## config.mk

```make
export PLATFORM = sky130hd
export DESIGN_NAME = lru_write_back_cluster_cache
export DESIGN_NICKNAME = d
export VERILOG_FILES = /design/src/rtl/core/lwbcc_pkg.sv /design/src/rtl/core/lwbcc_ctrl.sv /design/src/rtl/core/lwbcc_dp.sv /design/src/rtl/core/lru_write_back_cluster_cache.sv
export SDC_FILE = /design/constraint.sdc
export NUM_CORES = 2
export LEC_CHECK = 0
export BUFFER_PORTS_ARGS = -buffer_cell sky130_fd_sc_hd__buf_4
export CAP_MARGIN = 10
export CORE_MARGIN = 2
export CORE_UTILIZATION = 50
export CTS_BUF_LIST = sky130_fd_sc_hd__clkbuf_16
export CTS_CLUSTER_SIZE = 20
export DETAILED_ROUTE_END_ITERATION = 16
export PLACE_DENSITY = 0.66
export SETUP_SLACK_MARGIN = 0.1
export SYNTH_ARGS = -nofsm -noshare
export SYNTH_HDL_FRONTEND = slang
export SYNTH_SLANG_ARGS = --single-unit
```

## constraint.sdc

```tcl
create_clock -name clk -period 10.6 [get_ports clk]
set_input_delay 1.06 -clock clk [delete_from_list [all_inputs] [get_ports clk]]
set_output_delay 1.06 -clock clk [all_outputs]
set_load 0.1 [all_outputs]
```

## src/rtl/core/lwbcc_pkg.sv

```systemverilog
// Shared types and constants for the LRU write-back cluster cache.
// Used by the controller, the datapath, the top level and the checker.
package lwbcc_pkg;

  localparam int MAX_LINES = 16;

  localparam logic [1:0] OP_READ      = 2'd0;
  localparam logic [1:0] OP_WRITE     = 2'd1;
  localparam logic [1:0] OP_FLUSH_ONE = 2'd2;
  localparam logic [1:0] OP_FLUSH_ALL = 2'd3;

  localparam logic [4:0] LINES_IN_USE_RST = 5'd16;

  typedef struct packed {
    logic [1:0]  op;
    logic [31:0] cluster;
  } in_t;

  typedef struct packed {
    logic [3:0]  line;
    logic        hit;
    logic        writeback;
    logic [31:0] writeback_cluster;
    logic        fill;
    logic        last;
  } out_t;

  typedef struct packed {
    logic capture;
    logic lookup;
    logic commit;
    logic walk_step;
  } cmd_t;

  typedef struct packed {
    logic flush_all;
    logic out_free;
    logic walk_last;
  } stat_t;

endpackage

```

## src/rtl/core/lwbcc_ctrl.sv

```systemverilog
// Sequencing state machine for the LRU write-back cluster cache.
// Depends on lwbcc_pkg for the command and status structs.
module lwbcc_ctrl (
  input  logic            clk,
  input  logic            rst_n,
  input  logic            in_valid,
  output logic            in_ready,
  input  lwbcc_pkg::stat_t stat,
  output lwbcc_pkg::cmd_t  cmd
);
  import lwbcc_pkg::*;

  localparam logic [1:0] S_IDLE   = 2'd0;
  localparam logic [1:0] S_LOOKUP = 2'd1;
  localparam logic [1:0] S_COMMIT = 2'd2;
  localparam logic [1:0] S_WALK   = 2'd3;

  logic [1:0] state_r;
  logic [1:0] state_nxt;

  always_comb begin
    cmd       = '0;
    in_ready  = 1'b0;
    state_nxt = state_r;
    case (state_r)
      S_IDLE: begin
        in_ready = 1'b1;
        if (in_valid) begin
          cmd.capture = 1'b1;
          state_nxt   = S_LOOKUP;
        end
      end
      S_LOOKUP: begin
        cmd.lookup = 1'b1;
        state_nxt  = stat.flush_all ? S_WALK : S_COMMIT;
      end
      S_COMMIT: begin
        if (stat.out_free) begin
          cmd.commit = 1'b1;
          in_ready   = 1'b1;
          if (in_valid) begin
            cmd.capture = 1'b1;
            state_nxt   = S_LOOKUP;
          end else begin
            state_nxt = S_IDLE;
          end
        end
      end
      S_WALK: begin
        if (stat.out_free) begin
          cmd.walk_step = 1'b1;
          if (stat.walk_last) begin
            state_nxt = S_IDLE;
          end
        end
      end
      default: begin
        state_nxt = S_IDLE;
      end
    endcase
  end

  always_ff @(posedge clk) begin
    if (!rst_n) begin
      state_r <= S_IDLE;
    end else begin
      state_r <= state_nxt;
    end
  end

endmodule

```

## src/rtl/core/lwbcc_dp.sv

```systemverilog
// Directory datapath: tags, valid and dirty marks, recency ranks, lookup
// registers, the flush-all walk counter and the result register. Uses lwbcc_pkg.
module lwbcc_dp (
  input  logic             clk,
  input  logic             rst_n,
  input  logic             cfg_we,
  input  logic [4:0]       cfg_wdata,
  input  lwbcc_pkg::in_t   in_data,
  output logic             out_valid,
  input  logic             out_ready,
  output lwbcc_pkg::out_t  out_data,
  input  lwbcc_pkg::cmd_t  cmd,
  output lwbcc_pkg::stat_t stat
);
  import lwbcc_pkg::*;

  localparam int IW = (MAX_LINES > 1) ? $clog2(MAX_LINES) : 1;
  localparam int CW = $clog2(MAX_LINES + 1);
  localparam int LW = (CW > 5) ? CW : 5;

  logic [31:0]          tag_r    [MAX_LINES];
  logic [31:0]          tag_nxt  [MAX_LINES];
  logic [IW-1:0]        rank_r   [MAX_LINES];
  logic [IW-1:0]        rank_nxt [MAX_LINES];
  logic [MAX_LINES-1:0] valid_r, valid_nxt;
  logic [MAX_LINES-1:0] dirty_r, dirty_nxt;
  logic [CW-1:0]        count_r, count_nxt;
  logic [4:0]           cfg_r, cfg_nxt;
  in_t                  item_r, item_nxt;
  logic                 hit_r, hit_nxt;
  logic                 room_r, room_nxt;
  logic [IW-1:0]        hit_idx_r, hit_idx_nxt;
  logic [IW-1:0]        free_idx_r, free_idx_nxt;
  logic [IW-1:0]        victim_idx_r, victim_idx_nxt;
  logic [IW-1:0]        walk_r, walk_nxt;
  logic                 out_valid_r, out_valid_nxt;
  out_t                 out_data_r, out_data_nxt;

  logic [MAX_LINES-1:0] match_v, free_v, oldest_v, walk_v;
  logic [IW-1:0]        last_rank;
  logic [IW-1:0]        acc_ln;
  logic [IW-1:0]        walk_ln;
  logic [IW-1:0]        hit_rank;
  logic [LW-1:0]        cfg_ext, lim;
  logic                 wr;
  logic                 walk_last;
  logic                 evict_wb;

  function automatic logic [IW-1:0] onehot_idx(input logic [MAX_LINES-1:0] v);
    logic [IW-1:0] r;
    r = '0;
    for (int i = 0; i < MAX_LINES; i++) begin
      if (v[i]) begin
        r = r | IW'(i);
      end
    end
    return r;
  endfunction

  function automatic logic [IW-1:0] lowest_idx(input logic [MAX_LINES-1:0] v);
    logic [IW-1:0] r;
    r = '0;
    for (int i = MAX_LINES - 1; i >= 0; i--) begin
      if (v[i]) begin
        r = IW'(i);
      end
    end
    return r;
  endfunction

  assign last_rank = IW'(count_r - CW'(1));

  always_comb begin
    for (int i = 0; i < MAX_LINES; i++) begin
      match_v[i]  = valid_r[i] && (tag_r[i] == item_r.cluster);
      free_v[i]   = !valid_r[i];
      oldest_v[i] = valid_r[i] && (rank_r[i] == last_rank);
      walk_v[i]   = valid_r[i] && (rank_r[i] == walk_r);
    end
  end

  assign cfg_ext   = LW'(cfg_r);
  assign lim       = (cfg_ext == '0) ? LW'(1) :
                     ((cfg_ext > LW'(MAX_LINES)) ? LW'(MAX_LINES) : cfg_ext);
  assign wr        = (item_r.op == OP_WRITE);
  assign acc_ln    = hit_r ? hit_idx_r : (room_r ? free_idx_r : victim_idx_r);
  assign hit_rank  = rank_r[hit_idx_r];
  assign walk_ln   = onehot_idx(walk_v);
  assign walk_last = (count_r == '0) || (walk_r == last_rank);
  assign evict_wb  = !room_r && dirty_r[acc_ln];

  always_comb begin
    tag_nxt        = tag_r;
    rank_nxt       = rank_r;
    valid_nxt      = valid_r;
    dirty_nxt      = dirty_r;
    count_nxt      = count_r;
    cfg_nxt        = cfg_we ? cfg_wdata : cfg_r;
    item_nxt       = cmd.capture ? in_data : item_r;
    hit_nxt        = hit_r;
    room_nxt       = room_r;
    hit_idx_nxt    = hit_idx_r;
    free_idx_nxt   = free_idx_r;
    victim_idx_nxt = victim_idx_r;
    walk_nxt       = walk_r;
    out_valid_nxt  = out_valid_r && !out_ready;
    out_data_nxt   = out_data_r;

    if (cmd.lookup) begin
      hit_nxt        = |match_v;
      hit_idx_nxt    = onehot_idx(match_v);
      room_nxt       = LW'(count_r) < lim;
      free_idx_nxt   = lowest_idx(free_v);
      victim_idx_nxt = onehot_idx(oldest_v);
      walk_nxt       = '0;
    end

    if (cmd.commit) begin
      out_valid_nxt     = 1'b1;
      out_data_nxt      = '0;
      out_data_nxt.last = 1'b1;
      if (item_r.op == OP_FLUSH_ONE) begin
        if (hit_r) begin
          out_data_nxt.line      = 4'(hit_idx_r);
          out_data_nxt.hit       = 1'b1;
          out_data_nxt.writeback = dirty_r[hit_idx_r];
          out_data_nxt.writeback_cluster = dirty_r[hit_idx_r] ? tag_r[hit_idx_r] : '0;
          for (int i = 0; i < MAX_LINES; i++) begin
            if (valid_r[i] && (rank_r[i] > hit_rank)) begin
              rank_nxt[i] = rank_r[i] - IW'(1);
            end
          end
          valid_nxt[hit_idx_r] = 1'b0;
          dirty_nxt[hit_idx_r] = 1'b0;
          count_nxt            = count_r - CW'(1);
        end
      end else if (hit_r) begin
        for (int i = 0; i < MAX_LINES; i++) begin
          if (valid_r[i] && (rank_r[i] < hit_rank)) begin
            rank_nxt[i] = rank_r[i] + IW'(1);
          end
        end
        rank_nxt[hit_idx_r] = '0;
        if (wr) begin
          dirty_nxt[hit_idx_r] = 1'b1;
        end
        out_data_nxt.line = 4'(hit_idx_r);
        out_data_nxt.hit  = 1'b1;
      end else begin
        for (int i = 0; i < MAX_LINES; i++) begin
          if (valid_r[i] && (i != int'(acc_ln))) begin
            rank_nxt[i] = rank_r[i] + IW'(1);
          end
        end
        rank_nxt[acc_ln]  = '0;
        valid_nxt[acc_ln] = 1'b1;
        tag_nxt[acc_ln]   = item_r.cluster;
        dirty_nxt[acc_ln] = wr;
        if (room_r) begin
          count_nxt = count_r + CW'(1);
        end
        out_data_nxt.line      = 4'(acc_ln);
        out_data_nxt.fill      = 1'b1;
        out_data_nxt.writeback = evict_wb;
        out_data_nxt.writeback_cluster = evict_wb ? tag_r[acc_ln] : '0;
      end
    end

    if (cmd.walk_step) begin
      out_valid_nxt     = 1'b1;
      out_data_nxt      = '0;
      out_data_nxt.last = walk_last;
      if (count_r != '0) begin
        out_data_nxt.line      = 4'(walk_ln);
        out_data_nxt.hit       = 1'b1;
        out_data_nxt.writeback = dirty_r[walk_ln];
        out_data_nxt.writeback_cluster = dirty_r[walk_ln] ? tag_r[walk_ln] : '0;
      end
      walk_nxt = walk_r + IW'(1);
      if (walk_last) begin
        valid_nxt = '0;
        dirty_nxt = '0;
        count_nxt = '0;
      end
    end
  end

  always_ff @(posedge clk) begin
    if (!rst_n) begin
      valid_r     <= '0;
      dirty_r     <= '0;
      count_r     <= '0;
      cfg_r       <= LINES_IN_USE_RST;
      out_valid_r <= 1'b0;
    end else begin
      valid_r     <= valid_nxt;
      dirty_r     <= dirty_nxt;
      count_r     <= count_nxt;
      cfg_r       <= cfg_nxt;
      out_valid_r <= out_valid_nxt;
    end
  end

  always_ff @(posedge clk) begin
    tag_r        <= tag_nxt;
    rank_r       <= rank_nxt;
    item_r       <= item_nxt;
    hit_r        <= hit_nxt;
    room_r       <= room_nxt;
    hit_idx_r    <= hit_idx_nxt;
    free_idx_r   <= free_idx_nxt;
    victim_idx_r <= victim_idx_nxt;
    walk_r       <= walk_nxt;
    out_data_r   <= out_data_nxt;
  end

  assign out_valid      = out_valid_r;
  assign out_data       = out_data_r;
  assign stat.flush_all = (item_r.op == OP_FLUSH_ALL);
  assign stat.out_free  = !out_valid_r || out_ready;
  assign stat.walk_last = walk_last;

endmodule

```

## src/rtl/core/lru_write_back_cluster_cache.sv

```systemverilog
// Access and flush-one: lookup state, then commit state, which registers the result once
// the result register is free; a new item is taken in idle or in that commit. Flush-all:
// max(1, valid lines) results in rank order, one line per cycle while results do not stall.
// Synchronous active-low reset clears all valid and dirty marks and the line count
// at once and sets lines_in_use to 16; no clearing pass follows.
module lru_write_back_cluster_cache (
  input  logic            clk,
  input  logic            rst_n,
  input  logic            cfg_we,
  input  logic [4:0]      cfg_wdata,
  input  logic            in_valid,
  output logic            in_ready,
  input  lwbcc_pkg::in_t  in_data,
  output logic            out_valid,
  input  logic            out_ready,
  output lwbcc_pkg::out_t out_data
);
  import lwbcc_pkg::*;

  cmd_t  cmd;
  stat_t stat;

  lwbcc_ctrl u_ctrl (
    .clk      (clk),
    .rst_n    (rst_n),
    .in_valid (in_valid),
    .in_ready (in_ready),
    .stat     (stat),
    .cmd      (cmd)
  );

  lwbcc_dp u_dp (
    .clk       (clk),
    .rst_n     (rst_n),
    .cfg_we    (cfg_we),
    .cfg_wdata (cfg_wdata),
    .in_data   (in_data),
    .out_valid (out_valid),
    .out_ready (out_ready),
    .out_data  (out_data),
    .cmd       (cmd),
    .stat      (stat)
  );

endmodule

```

## After elaboration in Yosys (flattened, before gate mapping)

Index checks and enable logic that the tools add are counted.

- Input port bits: 44
- Memories kept: 0
- Latch bits: 0
- Output and inout port bits: 42
- Memory bits (read-only): 0
- Flip-flop bits (word level): 713
- Logic and storage cells: 671
- Memory bits (writable): 0

- Multipliers: 0
- Bitwise gates (word level): 14
- Add/subtract/negate cells: 35
- Eq/ne operators: 89
- Mux-type cells: 288
- Div/mod/pow operators: 0
- Magnitude comparators: 44
- Reduce and logical (&&, ||, !) cells: 140
- Shift-type cells: 0

Operator list:

| cell | count |
|---|---|
| 4-bit 2-to-1 mux | 181 |
| 512-bit bitwise mux | 1 |
| 32-bit equality test | 16 |
| 32-bit binary-select mux with 4-bit select | 3 |
| 32-bit 2-to-1 mux | 10 |
| 16-bit 2-to-1 mux | 13 |
| 64-bit 2-to-1 mux | 3 |
| 64-bit bitwise AND | 2 |
| 32-bit demux with 4-bit select | 1 |
| 64-bit inverter | 2 |
| 4-bit equality test | 31 |
| 38-bit 2-to-1 mux | 3 |
| 1-bit logical AND | 100 |
| 40-bit 2-to-1 mux | 2 |
| 4-bit by 1-bit adder with 4-bit output, second input constant | 17 |
| 4-bit greater-than comparator | 16 |
| 4-bit less-than comparator | 16 |
| 4-bit by 1-bit subtractor with 4-bit output, second input constant | 16 |
| 3-bit AND reduction | 17 |
| 3-bit 2-to-1 mux | 16 |
| 5-bit 2-to-1 mux | 9 |
| 2-bit inequality test, second input constant | 19 |
| 34-bit 2-to-1 mux | 1 |
| 16-bit bitwise AND | 2 |
| 42 further kinds | 113 |

## Longest topological paths before layout

- Word-level depth: 24
- Depth in mapped cells: 18
- Depth with buffers taken out: 13

## By module

From an unflattened synthesis, not the netlist that was laid out.

- Cells, all modules: 4038
- Area, all modules: 49587.6 µm²

By module, submodules not included:

| module | cells an instance | instances | seq. area each (µm²) | area each (µm²) |
|---|---|---|---|---|
| lwbcc_dp | 4022 | 1 | 20910.1 | 49451.2 |
| lwbcc_ctrl | 16 | 1 | 40.0 | 136.4 |

## Least setup slack after synthesis

OpenSTA, ideal clock, no wires.

- Path type: input -> register
- From: input port out_ready
- To: register u_dp.tag_r[256] in the netlist's numbering (enable)
- Setup time: 463 ps
- Required time: 10137 ps
- Path buffers: 1
- Arrival: 4521 ps
- Setup slack: 5616 ps
- Stages: 7
- Path through: nand2b_1 > nand2_1 > or2_2 > clkbuf_1 > nor2_1 > nand2_1 > nor3_1

- Word-level cells in the longest chain between the ends: 4

Ends and longest elaborated chain:

| element | line | RTL |
|---|---|---|
| from (decl) | lru_write_back_cluster_cache.sv:15 | `input logic out_ready,` |
| 1-bit logical OR | lwbcc_dp.sv:220 | `assign stat.out_free = !out_valid_r \|\| out_ready;` |
| 1-bit 2-to-1 mux | lwbcc_ctrl.sv:38 | `if (stat.out_free) begin` |
| 1-bit 2-to-1 mux | lwbcc_ctrl.sv:25 | `case (state_r)` |
| 3-bit AND reduction (no line) | - |  |
| to (signal assigned) | lwbcc_dp.sv:205 | `tag_r <= tag_nxt;` |
| to (decl) | lwbcc_dp.sv:21 | `logic [31:0] tag_r [MAX_LINES];` |

Every way passes these cells.
A chain may end at the register's enable or synchronous reset.

==> results.tsv <==
metric	value	unit
fin. max-slew vios	0	
Mapped Avg Cell Area	12.6	um^2
warning count from the yosys run	0	
vias in the first global route	35200	
CP bufs+invs	2	
crit-path cells	xor2_1 -> nor4_1 -> a31oi_1 -> nand4_4 -> buf_4 -> buf_4 -> mux4_2 -> a22oi_1 -> nand2_1 -> o2bb2ai_1	
first-pass GRT wire length	278000	um
cell repeated most along the worst path	buf_4	
# rows	114	
status	finished, final reports clean	
Final setup viols	0	
Worst IR Drop VDD	0.182	mV
Clk Tree Root Cell	clkbuf_16	
clk sinks	713	
TritonRoute pass-1 iters	9	
Pwr Total	7550	uW
Leakage	0.0169	uW
setup bufs post-CTS	0	
worst-skew pair later-pin latency	0.72	ns
Core Region	96300	um^2
CP peak stage delay	1.03	ns
sequential fraction of design power	0.421	
r2r endpoint	u_dp.out_data[14]	
Final nets	3925	
sequential area share after synthesis	0.434	
clk buf depth	3	
Combinational Power Share	0.164	
period utilization	0.484	
vias post-DR	38200	
Critical Path Fanout Max	49	
Worst Skew	0.0400	ns
Synth Register Bits	713	
R2R setup slack	5.47	ns
FMAX	195	MHz
DP HPWL	131000	um
Post-synth EDFFs	667	
Post-CTS Hold Fix Bufs	0	
worst slew pin tran	1.37	ns
share of post-route cells with drive strength above 1	0.217	
final hold viol count	0	
syn_nets	3970	
Final TNS setup	0	ns
# fillers	7941	
Post-Synthesis Cells	3823	
Post-Syn Area	48300	um^2
CP Data Arrival Time	5.54	ns
grt total ovfl	0	
Worst EP required	11.01	ns
per-cell routed wire length	38.8	um
type of origin of the critical path	flip-flop	
worst hold path class	reg -> reg	
crit path capture	u_dp.out_data[14]	
Max Cap Viol	0	
critical path depth	10	
slowest CP cell	edfxtp_1	
Worst Reg-to-Reg Cells	10	
Clk pin slew, worst setup/hold paths	0.06	ns
die height	315	um
H-tree depth	3	
reg2reg start	u_dp.walk_r[1]	
pwr/cell area	142	nW/um^2
Sw Share	0.286	
min Tclk post-route	5.13	ns
Final ANT Viol Nets	0	
Initial Util	0.502	
Port-buffer cells	85	
largest net degree at the start of global routing	129	
Routed WL	200000	um
num ports	86	
CTS Buf Count	84	
leading cell type in the layout, fill and taps excluded	edfxtp_1	
initial antenna violation count	21	
ys async rst share	0	
drc violations	0	
crit end category	flip-flop	
Netlist cell types	76	
RePlAce Congestion	1.11	
Critical Path Source	u_dp.walk_r[1]	
Main synth FF type	edfxtp_1	
clock share of power	0.415	
vias per cell	7.43	
RSZ-0062 raised after global routing	no	
Internal	5390	uW
crit-path leading delay family	buffers and inverters	
most frequent cells in the layout	edfxtp_1, xnor2_1, mux4_2	
Die Area	99100	um^2
Max-slew headroom	0.0834	
post-cts sizing count	0	
Area growth syn-to-layout	10.0	%
GRT Overall Usage	0.403	
Initial DRC Count	7119	
die width	315	um
TritonCTS clock tree	done	
NetSw	2160	uW
worst hold stages	2	
CP Class	reg -> reg	
## cells in the mapped netlist (103+ instances only)
master	count	share of area
edfxtp_1	667	0.41
xnor2_1	474	0.086
mux4_2	425	0.20
nand2_1	206	0.016
xor2_1	184	0.033
nor2_1	181	0.014
clkbuf_1	166	0.013
a22oi_1	163	0.025
nand4_1	148	0.019
buf_2	110	0.011
o21ai_0	109	0.011
a21oi_1	107	0.011
ha_1	103	0.027
## layout make-up
class                      instances  area (um^2)  share of cell area
antenna                           15         37.5            0.000706
clock buffer                      87         2180              0.0410
clock inverter                    69          724              0.0136
inverter                          74          278             0.00523
multi-input combinational       2701        25800               0.486
sequential                       713        21000               0.394
tap                             1276         1600              0.0300
timing repair buffer             204         1560              0.0293
## worst min-delay path by stage
stage,from,endpoint,slack (ns)
after floorplan,u_dp.dirty_r[14],u_dp.dirty_r[14],0.47
after global placement,u_dp.out_data[1],u_dp.out_data[1],0.47
after detailed placement,u_dp.out_data[1],u_dp.out_data[1],0.47
after CTS,u_dp.out_data[1],u_dp.out_data[1],0.47
after global routing,u_dp.out_data[1],u_dp.out_data[1],0.48
final,u_dp.out_data[1],u_dp.out_data[1],0.47
## metal layers
| layer | share of wire | track usage | up-vias |
|---|---|---|---|
| li1 | - | - | 14900 |
| met1 | 0.33 | 0.492 | 18700 |
| met2 | 0.43 | 0.578 | 3608 |
| met3 | 0.15 | 0.151 | 894 |
| met4 | 0.099 | 0.309 | 16 |
| met5 | 0.00080 | 0.00532 | - |
## registers in the layout, indices dropped and copies added, names as in the netlist
name	cells
u_dp.hit_r	1
u_dp.cfg_ext	5
u_dp.out_valid	1
u_dp.count_r	5
u_dp.victim_idx_r	4
u_ctrl.state_r	2
u_dp.out_data	40
u_dp.room_r	1
u_dp.tag_r	512
u_dp.rank_r	64
u_dp.hit_idx_r	4
u_dp.dirty_r	16
u_dp.valid_r	16
u_dp.item_r	34
u_dp.free_idx_r	4
u_dp.walk_r	4
## worst reg2reg max path, delay by kind of cell, from the launching register on
| kind | cells | cell delay, ns |
|---|---|---|
| AOI/OAI and AO/OA | 3 | 0.49 |
| DFF | 1 | 1.03 |
| and+or+nand+nor | 3 | 0.80 |
| muxes | 1 | 0.65 |
| buffers and inverters | 2 | 1.72 |
| xor gates and xnor gates | 1 | 0.15 |
## logic make-up (layout without fill, tap and decap cells)
family / Yosys count / in the layout / synth area share
DFF: 713 / 713 / 0.434
buffers and inverters: 409 / 434 / 0.0368
xor gates and xnor gates: 658 / 658 / 0.119
and+or+nand+nor: 831 / 831 / 0.0847
other: 0 / 15 / 0
adders and majority gates: 103 / 103 / 0.0267
muxes: 485 / 485 / 0.211
AOI/OAI and AO/OA: 624 / 624 / 0.0876
## power groups by stage
| stage | Clock (uW) | Combinational [uW] | Sequential (uW) |
|---|---|---|---|
| after global placement | 0 | 1170 | 3240 |
| after detailed placement | 0 | 1180 | 3240 |
| final | 3130 | 1240 | 3180 |
| after CTS | 3130 | 1180 | 3180 |
| after floorplan | 0 | 758 | 3270 |
| after global routing | 3240 | 1280 | 3180 |
## stage by stage
stage | worst slack (ns) | hold slack (ns) | instances | utilization | instance area (um^2)
finish | 5.47 | 0.473 | 5139 | 0.552 | 53100
global route | 5.12 | 0.483 | 5127 | 0.552 | 53100
CTS | 5.54 | 0.475 | 5119 | 0.551 | 53000
detailed placement | 5.53 | 0.465 | 4963 | 0.521 | 50100
global placement | 5.62 | 0.465 | 4963 | 0.521 | 50100
floorplan | 5.62 | 0.469 | 3823 | - | 48300
No activity file was read; power rests on OpenSTA's default activity.
